--- config.mk ---
export PLATFORM = sky130hd
export DESIGN_NAME = ile_ctrl
export DESIGN_NICKNAME = d
export VERILOG_FILES = /design/src/sv/ile_pkg.sv /design/src/sv/ile_ctrl.sv
export SDC_FILE = /design/constraint.sdc
export NUM_CORES = 1
export LEC_CHECK = 0
export BUFFER_PORTS_ARGS = -buffer_cell sky130_fd_sc_hd__buf_4
export CORE_MARGIN = 5
export CORE_UTILIZATION = 45
export DETAILED_ROUTE_END_ITERATION = 8
export PLACE_DENSITY = 0.7
export SLEW_MARGIN = 20
export SYNTH_ARGS = -nofsm -noshare
export SYNTH_HDL_FRONTEND = slang
export SYNTH_SLANG_ARGS = --single-unit
--- constraint.sdc ---
create_clock -name i_clk -period 4.26 [get_ports i_clk]
set_clock_uncertainty 0.15 [all_clocks]
set_input_delay 0.426 -clock i_clk [delete_from_list [all_inputs] [get_ports i_clk]]
set_output_delay 0.426 -clock i_clk [all_outputs]
set_load 0.01 [all_outputs]
--- src/sv/ile_pkg.sv ---
package ile_pkg;

    localparam int LIST_CAP = 256;
    localparam int SLOT_W   = $clog2(LIST_CAP);
    localparam int CNT_W    = $clog2(LIST_CAP + 1);
    localparam int VAL_W    = 32;
    localparam int OP_W     = 4;
    localparam int ST_W     = 2;

    localparam logic [OP_W-1:0] OP_APPEND    = 4'd0;
    localparam logic [OP_W-1:0] OP_PREPEND   = 4'd1;
    localparam logic [OP_W-1:0] OP_DEL_LAST  = 4'd2;
    localparam logic [OP_W-1:0] OP_DEL_FIRST = 4'd3;
    localparam logic [OP_W-1:0] OP_GET       = 4'd4;
    localparam logic [OP_W-1:0] OP_SET       = 4'd5;
    localparam logic [OP_W-1:0] OP_INSERT    = 4'd6;
    localparam logic [OP_W-1:0] OP_DELETE_AT = 4'd7;
    localparam logic [OP_W-1:0] OP_REVERSE   = 4'd8;

    localparam logic [ST_W-1:0] ST_OK     = 2'd0;
    localparam logic [ST_W-1:0] ST_BADIDX = 2'd1;
    localparam logic [ST_W-1:0] ST_EMPTY  = 2'd2;
    localparam logic [ST_W-1:0] ST_FULL   = 2'd3;

    typedef struct packed {
        logic [OP_W-1:0]         op;
        logic [CNT_W-1:0]        position;
        logic signed [VAL_W-1:0] item_value;
    } t_in;

    typedef struct packed {
        logic [ST_W-1:0]         status;
        logic signed [VAL_W-1:0] read_value;
        logic [CNT_W-1:0]        count;
        logic signed [VAL_W-1:0] first_value;
        logic signed [VAL_W-1:0] last_value;
    } t_out;

    typedef enum logic [4:0] {
        S_IDLE, S_DISP, S_WALK, S_POP_RD, S_POP_TAKE, S_APPEND, S_PREPEND,
        S_INS_A, S_INS_B, S_DELF, S_DELL, S_DM_A, S_DM_B, S_GET_A, S_GET_B,
        S_SET, S_REV, S_REV_END, S_RDH, S_RDT, S_RDE, S_EMIT
    } t_state;

    typedef enum logic [4:0] {
        U_NONE, U_LATCH, U_SETUP, U_STEP, U_POP_RD, U_POP_TAKE, U_APPEND,
        U_PREPEND, U_INS_A, U_INS_B, U_DELF, U_DELL, U_DM_A, U_DM_B,
        U_GET_A, U_GET_B, U_SET, U_REV, U_REV_END, U_RDH, U_RDT, U_RDE, U_EMIT
    } t_uop;

    typedef struct packed {
        logic [OP_W-1:0] op;
        logic            err;
        logic            walk_done;
        logic            rev_last;
        logic            pos_zero;
        logic            pos_eq_len;
        logic            pos_last;
        logic            len_one;
        logic            len_lt2;
        logic            out_free;
    } t_dp_sts;

endpackage

--- src/sv/ile_ctrl.sv ---
module ile_ctrl (
    input  logic             i_clk,
    input  logic             i_rst_n,
    input  logic             i_in_valid,
    input  ile_pkg::t_dp_sts i_sts,
    output logic             o_in_ready,
    output ile_pkg::t_uop    o_uop
);
    import ile_pkg::*;

    t_state r_state;
    t_state n_state;

    always_ff @(posedge i_clk) begin
        if (!i_rst_n) begin
            r_state <= S_IDLE;
        end else begin
            r_state <= n_state;
        end
    end

    always_comb begin
        n_state = r_state;
        case (r_state)
            S_IDLE: begin
                if (i_in_valid) n_state = S_DISP;
            end
            S_DISP: begin
                if (i_sts.err) begin
                    n_state = S_RDH;
                end else begin
                    case (i_sts.op)
                        OP_APPEND, OP_PREPEND: n_state = S_POP_RD;
                        OP_DEL_LAST, OP_DEL_FIRST, OP_GET, OP_SET,
                        OP_INSERT, OP_DELETE_AT: n_state = S_WALK;
                        OP_REVERSE: n_state = i_sts.len_lt2 ? S_RDH : S_REV;
                        default: n_state = S_RDH;
                    endcase
                end
            end
            S_WALK: begin
                if (i_sts.walk_done) begin
                    case (i_sts.op)
                        OP_DEL_LAST:  n_state = i_sts.len_one ? S_DELF : S_DELL;
                        OP_DEL_FIRST: n_state = S_DELF;
                        OP_GET:       n_state = S_GET_A;
                        OP_SET:       n_state = S_SET;
                        OP_INSERT:    n_state = S_POP_RD;
                        OP_DELETE_AT: n_state = i_sts.pos_zero ? S_DELF :
                                                (i_sts.pos_last ? S_DELL : S_DM_A);
                        default:      n_state = S_RDH;
                    endcase
                end
            end
            S_POP_RD: n_state = S_POP_TAKE;
            S_POP_TAKE: begin
                case (i_sts.op)
                    OP_APPEND:  n_state = S_APPEND;
                    OP_PREPEND: n_state = S_PREPEND;
                    OP_INSERT:  n_state = i_sts.pos_zero ? S_PREPEND :
                                          (i_sts.pos_eq_len ? S_APPEND : S_INS_A);
                    default:    n_state = S_RDH;
                endcase
            end
            S_INS_A:   n_state = S_INS_B;
            S_DM_A:    n_state = S_DM_B;
            S_GET_A:   n_state = S_GET_B;
            S_REV:     n_state = i_sts.rev_last ? S_REV_END : S_REV;
            S_APPEND, S_PREPEND, S_INS_B, S_DELF, S_DELL, S_DM_B, S_GET_B,
            S_SET, S_REV_END: n_state = S_RDH;
            S_RDH:     n_state = S_RDT;
            S_RDT:     n_state = S_RDE;
            S_RDE:     n_state = S_EMIT;
            S_EMIT: begin
                if (i_sts.out_free) n_state = S_IDLE;
            end
            default:   n_state = S_IDLE;
        endcase
    end

    always_comb begin
        o_in_ready = (r_state == S_IDLE);
        case (r_state)
            S_IDLE:     o_uop = i_in_valid ? U_LATCH : U_NONE;
            S_DISP:     o_uop = U_SETUP;
            S_WALK:     o_uop = i_sts.walk_done ? U_NONE : U_STEP;
            S_POP_RD:   o_uop = U_POP_RD;
            S_POP_TAKE: o_uop = U_POP_TAKE;
            S_APPEND:   o_uop = U_APPEND;
            S_PREPEND:  o_uop = U_PREPEND;
            S_INS_A:    o_uop = U_INS_A;
            S_INS_B:    o_uop = U_INS_B;
            S_DELF:     o_uop = U_DELF;
            S_DELL:     o_uop = U_DELL;
            S_DM_A:     o_uop = U_DM_A;
            S_DM_B:     o_uop = U_DM_B;
            S_GET_A:    o_uop = U_GET_A;
            S_GET_B:    o_uop = U_GET_B;
            S_SET:      o_uop = U_SET;
            S_REV:      o_uop = U_REV;
            S_REV_END:  o_uop = U_REV_END;
            S_RDH:      o_uop = U_RDH;
            S_RDT:      o_uop = U_RDT;
            S_RDE:      o_uop = U_RDE;
            S_EMIT:     o_uop = i_sts.out_free ? U_EMIT : U_NONE;
            default:    o_uop = U_NONE;
        endcase
    end

endmodule

==> results.sh, run 1 <==
export IMPL_netlist_top_cells_area="dfxtp_1 (12%), a21oi_1 (8.2%), nand2_1 (5.7%)"
export IMPL_drt_total_wl_mm=2.64
export IMPL_critPathMaxFanout=25
export IMPL_leakagePower_uw=0.000374
export IMPL_p_per_area_nw_per_um2=429
export IMPL_yosysSeqAreaShare_pct=11.7
export IMPL_maxSlewViolCount=0
export IMPL_dr_pass1_iters=4
export IMPL_dp_hpwl_mm=1.95
export IMPL_max_freq_mhz=388
export IMPL_wire_per_inst_um=15.4
export IMPL_path_cells="nor2b_1 > nand3_1 > a21oi_1 > a221o_1 > buf_4"
export IMPL_yosysMostFrequentCell="a21oi_1"
export IMPL_setup_viol=0
export IMPL_portBuffers=21
export IMPL_fin_nets=163
export IMPL_core_region_area_um2=1760
export IMPL_cts_buffers=3
export IMPL_cts_setup_buffers=0
export IMPL_cp_start_kind="flip-flop"
export IMPL_grt_pass1_wl_mm=4.61
export IMPL_tns_ns=0
export IMPL_antenna_found_initial=0
export IMPL_ir_drop_v=0.000177
export IMPL_largest_register="r_state"
export IMPL_cts_path_max_buffers=2
export IMPL_cts_reportedPaths_clkPinSlew_ns=0.04
export IMPL_critPathCaptureType="primary output"
export IMPL_worst_path_buf_inv=1
export IMPL_synth_area_leader_cell="dfxtp_1"
export IMPL_fin_crit_sh_pct=60.4
export IMPL_clkLatencyLatePin_ns=0.24
export IMPL_worst_setup_path_type="reg2out"
export IMPL_drv_cap=0
export IMPL_cts_sinks=5
export IMPL_multi_input_area_um2=664
export IMPL_htree_levels=1
export IMPL_postPlaceCellArea_um2=976
export IMPL_status="finished clean"
export IMPL_drt_initial_drc_count=53
export IMPL_synth_async_reset_ratio_pct=0
export IMPL_grt_setup_unrepaired="false"
export IMPL_fin_area_um2=1000
export IMPL_num_io_pins=22
export IMPL_final_antenna_net_count=0
export IMPL_vias_per_cell=6.18
export IMPL_die_area_um2=2870
export IMPL_grt_max_degree=26
export IMPL_finalHoldViolCount=0
export IMPL_synthDominantCellAreaShare_pct=11.7
export IMPL_worstPathArrival_ns=2.00
export IMPL_cts_tree="built"
export IMPL_die_y_um=53.5
export IMPL_synth_flop_cell="dfxtp_1"
export IMPL_diodes=0
export IMPL_grt_pass1_vias=1000
export IMPL_synth_seq_cells=5
export IMPL_hp_class="in2reg"
export IMPL_synth_fp_nets=148
export IMPL_critPathTopFamily="flip-flops"
export IMPL_grt_usage_pct=21.4
export IMPL_netlist_instances=132
export IMPL_largest_reg_flops=5
export IMPL_layout_drive_gt1_share_pct=19.2
export IMPL_fillers=186
export IMPL_initial_utilization_pct=48.4
export IMPL_syn_area_um2=853
export IMPL_die_w_um=53.5
export IMPL_yosysWarnings=0
export IMPL_gp_congestion=0.901
export IMPL_vias=1056
export IMPL_reg_largest_list="r_state: 5 flops"
export IMPL_row_count=15
export IMPL_cts_hold_buf=0
export IMPL_seqCellArea_um2=100
export IMPL_post_cts_resized=0
export IMPL_whs_ns=0.302
export IMPL_slowest_stage="dfxtp_1"
export IMPL_critPathMaxStageDelay_ns=0.86
export IMPL_crit_required_ns=3.68
export IMPL_relSlewSlack_pct=41.8
export IMPL_yosys_top_cells_count="a21oi_1 (14), nand2_1 (13), nor2_1 (13)"
export IMPL_drc_errors=0
export IMPL_p_total_uw=430
export IMPL_avgSynthCellArea_um2=6.46
export IMPL_period_minus_slack_ns=2.57
export IMPL_cts_root_buf="clkbuf_4"
export IMPL_yosys_cell_types_count=47
export IMPL_grt_overflow=0
export IMPL_synth_edf_count=0
export IMPL_worst_slew_pin_slew_ns=0.872
export IMPL_layout_area_overhead_vs_synth_pct=17.4
worst paths after layout:
path | start | end | slack (ns) | cells past startpoint
hold / removal | i_rst_n | r_state[1] | 0.30 | 2
hold reg to reg | r_state[3] | r_state[2] | 0.60 | 2
setup / recovery | r_state[1] | o_uop[1] | 1.69 | 5
setup reg to reg | r_state[2] | r_state[1] | 2.01 | 5
worst reg2reg max path: cells and delay by family, from the launching register on:
| kind | cells | cell delay [ns] |
|---|---|---|
| XOR/XNOR | 1 | 0.28 |
| AO/OA/AOI/OAI | 2 | 0.49 |
| flip-flops | 1 | 0.66 |
| AND/OR/NAND/NOR | 2 | 0.56 |
area by class of cell:
| type | count | area share (%) |
|---|---|---|
| sequential | 5 | 9.99 |
| multi-input combinational | 110 | 66.3 |
| tap | 25 | 3.12 |
| inverter | 6 | 2.25 |
| timing repair buffer | 21 | 15.7 |
| clock buffer | 4 | 2.62 |
metal layers:
layer	up-vias	wire length, um	track usage [%]
met4	0	45	8.09
met5	-	0	0
li1	520	-	-
met1	476	1130	28.7
met2	54	1260	33.9
met3	6	200	3.88
logic make-up after synthesis:
group                  share of synthesized area [%]
XOR/XNOR                                        3.08
AO/OA/AOI/OAI                                   38.4
flip-flops                                      11.7
buffers and inverters                           10.4
AND/OR/NAND/NOR                                 36.4
cell usage in the layout, fill, tap and decap left out, types with 2 or more instances in the layout:
cell | Yosys | routed
o31ai_1 | 2 | 2
nor4_1 | 4 | 4
nand2b_1 | 5 | 5
o22ai_1 | 2 | 2
xnor2_1 | 3 | 3
a31oi_1 | 5 | 5
nand2_1 | 13 | 13
a21boi_0 | 2 | 2
nor3_1 | 5 | 5
nor2_1 | 13 | 13
dfxtp_1 | 5 | 5
o21ai_0 | 6 | 6
clkbuf_4 | 0 | 3
nand3_1 | 5 | 5
a21oi_1 | 14 | 14
nor2b_1 | 4 | 4
buf_4 | 1 | 21
nand3b_1 | 2 | 2
inv_1 | 6 | 6
power by group:
part | total (uW) | switching, uW | internal, uW
logic | 256 | 127 | 129
clock network | 55.2 | 19.8 | 35.4
registers | 119 | 61.9 | 57.5
through the flow:
step,instances,utilization (%),worst slack [ns]
final,171,56.8,1.69
after global routing,171,56.8,1.46
after CTS,171,56.8,1.71
after detailed placement,167,55.3,1.97
after global placement,167,55.3,2.02
after floorplan,132,-,2.33
(Power assumes the default switching activity.)
==> inputs of run 2 (changes only) <==
Settings changed: ABC_AREA from default to 1, PLACE_DENSITY 0.7 to 0.72.
Clock period 4.26 ns to 2.1 ns, I/O delays scaled along.
==> results.sh, run 2 <==
export IMPL_ir_drop_v=0.000630
export IMPL_wire_per_inst_um=11.8
export IMPL_yosysSeqAreaShare_pct=11.1
export IMPL_relSlewSlack_pct=77.5
export IMPL_die_area_um2=2990
export IMPL_cts_reportedPaths_clkPinSlew_ns=0.04
export IMPL_finalHoldViolCount=0
export IMPL_initial_utilization_pct=46.3
export IMPL_synth_area_leader_cell="nand2_1"
export IMPL_grt_usage_pct=19.6
export IMPL_drt_initial_drc_count=56
export IMPL_synthDominantCellAreaShare_pct=13.8
export IMPL_crit_start="r_state[0]"
export IMPL_fillers=211
export IMPL_setup_viol=0
export IMPL_synth_compound_area_share_pct=17.4
export IMPL_crit_cells=8
export IMPL_num_io_pins=22
export IMPL_portBuffers=21
export IMPL_dr_pass1_iters=4
export IMPL_cts_buffers=3
export IMPL_grt_overflow=0
export IMPL_rr_worst_depth=8
export IMPL_row_count=16
export IMPL_hp_class="in2reg"
export IMPL_fin_crit_sh_pct=91.6
export IMPL_worstSetupEndpoint="o_uop[1]"
export IMPL_core_region_area_um2=1940
export IMPL_tns_ns=0
export IMPL_synth_flop_cell="dfxtp_1"
export IMPL_cts_tree="built"
export IMPL_drt_total_wl_mm=2.58
export IMPL_mostFrequentLayoutCells="nand2_1 (33), nor2_1 (27), buf_4 (22)"
export IMPL_grt_setup_unrepaired="false"
export IMPL_worst_slew_pin_slew_ns=0.336
export IMPL_antenna_found_initial=0
export IMPL_grt_pass1_wl_mm=4.42
export IMPL_cts_hold_buf=0
export IMPL_layout_area_overhead_vs_synth_pct=23.1
export IMPL_slowest_stage="dfxtp_1"
export IMPL_worstPathArrival_ns=1.56
export IMPL_critPathMaxFanout=6
export IMPL_vias=1174
export IMPL_grt_max_degree=12
export IMPL_critPathTopFamily="flip-flops"
export IMPL_regToRegSetupSlack_ns=0.44
export IMPL_period_minus_slack_ns=1.92
export IMPL_final_antenna_net_count=0
export IMPL_p_per_area_nw_per_um2=947
export IMPL_timing_rr_end="r_state[1]"
export IMPL_cts_setup_buffers=0
export IMPL_max_freq_mhz=520
export IMPL_synthXorXnorAreaFrac_pct=0
export IMPL_htree_levels=1
export IMPL_maxSlewViolCount=0
export IMPL_largest_reg_flops=5
export IMPL_worst_path_buf_inv=2
export IMPL_netlist_top_cells_area="nand2_1 (14%), nor2_1 (11%), dfxtp_1 (11%)"
export IMPL_syn_area_um2=898
export IMPL_worst_setup_path_type="reg2out"
export IMPL_drv_cap=0
export IMPL_cts_path_max_buffers=2
export IMPL_dp_hpwl_mm=2.23
export IMPL_synth_fa_ha_area_share_pct=0
export IMPL_rr_startpoint="r_state[1]"
export IMPL_die_w_um=54.7
export IMPL_cts_root_buf="clkbuf_4"
export IMPL_yosys_cell_types_count=28
export IMPL_diodes=0
export IMPL_vias_per_cell=5.39
export IMPL_synth_async_reset_ratio_pct=0
export IMPL_drc_errors=0
export IMPL_final_common_cell="nand2_1"
export IMPL_layout_drive_gt1_share_pct=29.3
export IMPL_clkLatencyLatePin_ns=0.23
export IMPL_synth_seq_cells=5
export IMPL_leakagePower_uw=0.000575
export IMPL_cp_start_kind="flip-flop"
export IMPL_path_cells="inv_1 > nand2_2 > nor2_2 > nand2_1 > o21ai_0 > a21oi_1 > nand3_1 > buf_4"
export IMPL_largest_register="r_state"
export IMPL_postPlaceCellArea_um2=1080
export IMPL_netlist_instances=167
export IMPL_synth_fp_nets=183
export IMPL_fin_area_um2=1110
export IMPL_gp_congestion=0.896
export IMPL_synth_top_family_by_area="simple AND/OR/NAND/NOR gates"
export IMPL_yosysWarnings=0
export IMPL_critPathMaxStageDelay_ns=0.43
export IMPL_grt_pass1_vias=1041
export IMPL_critPathCaptureType="primary output"
export IMPL_die_y_um=54.7
export IMPL_synth_edf_count=0
export IMPL_fin_nets=208
export IMPL_status="finished clean"
export IMPL_yosys_area_share_simple_pct=57.1
export IMPL_yosysMostFrequentCell="nand2_1"
export IMPL_cts_sinks=5
export IMPL_reg_largest_list="r_state: 5 flops"
export IMPL_yosys_top_cells_count="nand2_1 (33), nor2_1 (27), inv_1 (20)"
export IMPL_avgSynthCellArea_um2=5.38
export IMPL_min_from="i_rst_n"
export IMPL_synthMuxAreaShare_pct=0
export IMPL_crit_required_ns=1.74
-- run 2: cell count changes after synthesis, sizes merged, moves of 3 or more --
| cell | delta |
|---|---|
| nand4 | +5 |
| nand3 | +14 |
| nand2b | -5 |
| nor4 | -4 |
| nand2 | +30 |
| xnor2 | -3 |
| inv | +22 |
| a31oi | -4 |
| nor2b | -4 |
| buf | -7 |
| nor2 | +18 |
-- run 2: through the flow --
step / instances / total power, uW / hold WS [ns] / setup WS, ns / util [%]
6_report: 218 / 1050 / 0.120 / 0.176 / 57.0
5_1_grt: 218 / 1160 / 0.148 / 0.0156 / 57.0
4_1_cts: 218 / 1050 / 0.119 / 0.0664 / 56.9
3_5_place_dp: 214 / 936 / 0.365 / 0.332 / 55.5
3_3_place_gp: 214 / 938 / 0.354 / 0.368 / 55.5
2_1_floorplan: 167 / 708 / 0.254 / 0.611 / -
-- run 2: layer usage --
metal	track usage, %	vias up	part of all wire, %
li1	-	591	-
met1	27.8	524	43
met2	30.3	53	47
met3	2.72	6	8.7
met4	5.81	0	1.6
met5	0	-	0
-- run 2: final cells by class --
type,count,area (um^2),area share (%)
Multi-Input combinational cell,131,669,60.5
Timing Repair Buffer,22,165,14.9
Inverter,29,110,9.95
Sequential cell,5,101,9.16
Clock buffer,4,26.3,2.38
Tap cell,27,33.8,3.05
-- run 2: repair_timing --
item / in CTS / in global routing
hold endpoints to repair: 0 / 0
endpoints found under the setup margin: 0 / 3
resized for setup: 0 / 1
-- run 2: worst min path at each step --
stage                     slack, ns  depth (start not counted)         end
after floorplan                0.25                          2  r_state[0]
after global placement         0.35                          3  r_state[0]
after detailed placement       0.36                          3  r_state[1]
after CTS                      0.12                          3  r_state[1]
after global routing           0.15                          3  r_state[0]
final                          0.12                          3  r_state[1]
-- run 2: kinds of logic (layout without fill, tap and decap cells) --
family | Yosys count | count (layout)
AOI/OAI and AO/OA | 27 | 27
DFF | 5 | 5
buffers and inverters | 31 | 55
and+or+nand+nor | 104 | 104
-- run 2: report_power, final --
part | total [uW] | switching [uW] | internal [uW]
clock network | 107 | 35.0 | 71.6
registers | 181 | 56.0 | 125
logic | 759 | 461 | 298
total | 1050 | 552 | 495
-- run 2: tightest hold or removal path, delay by kind of cell --
family / cells / cell delay (ns)
compound gates: 1 / 0.11
buf+inv: 2 / 0.14
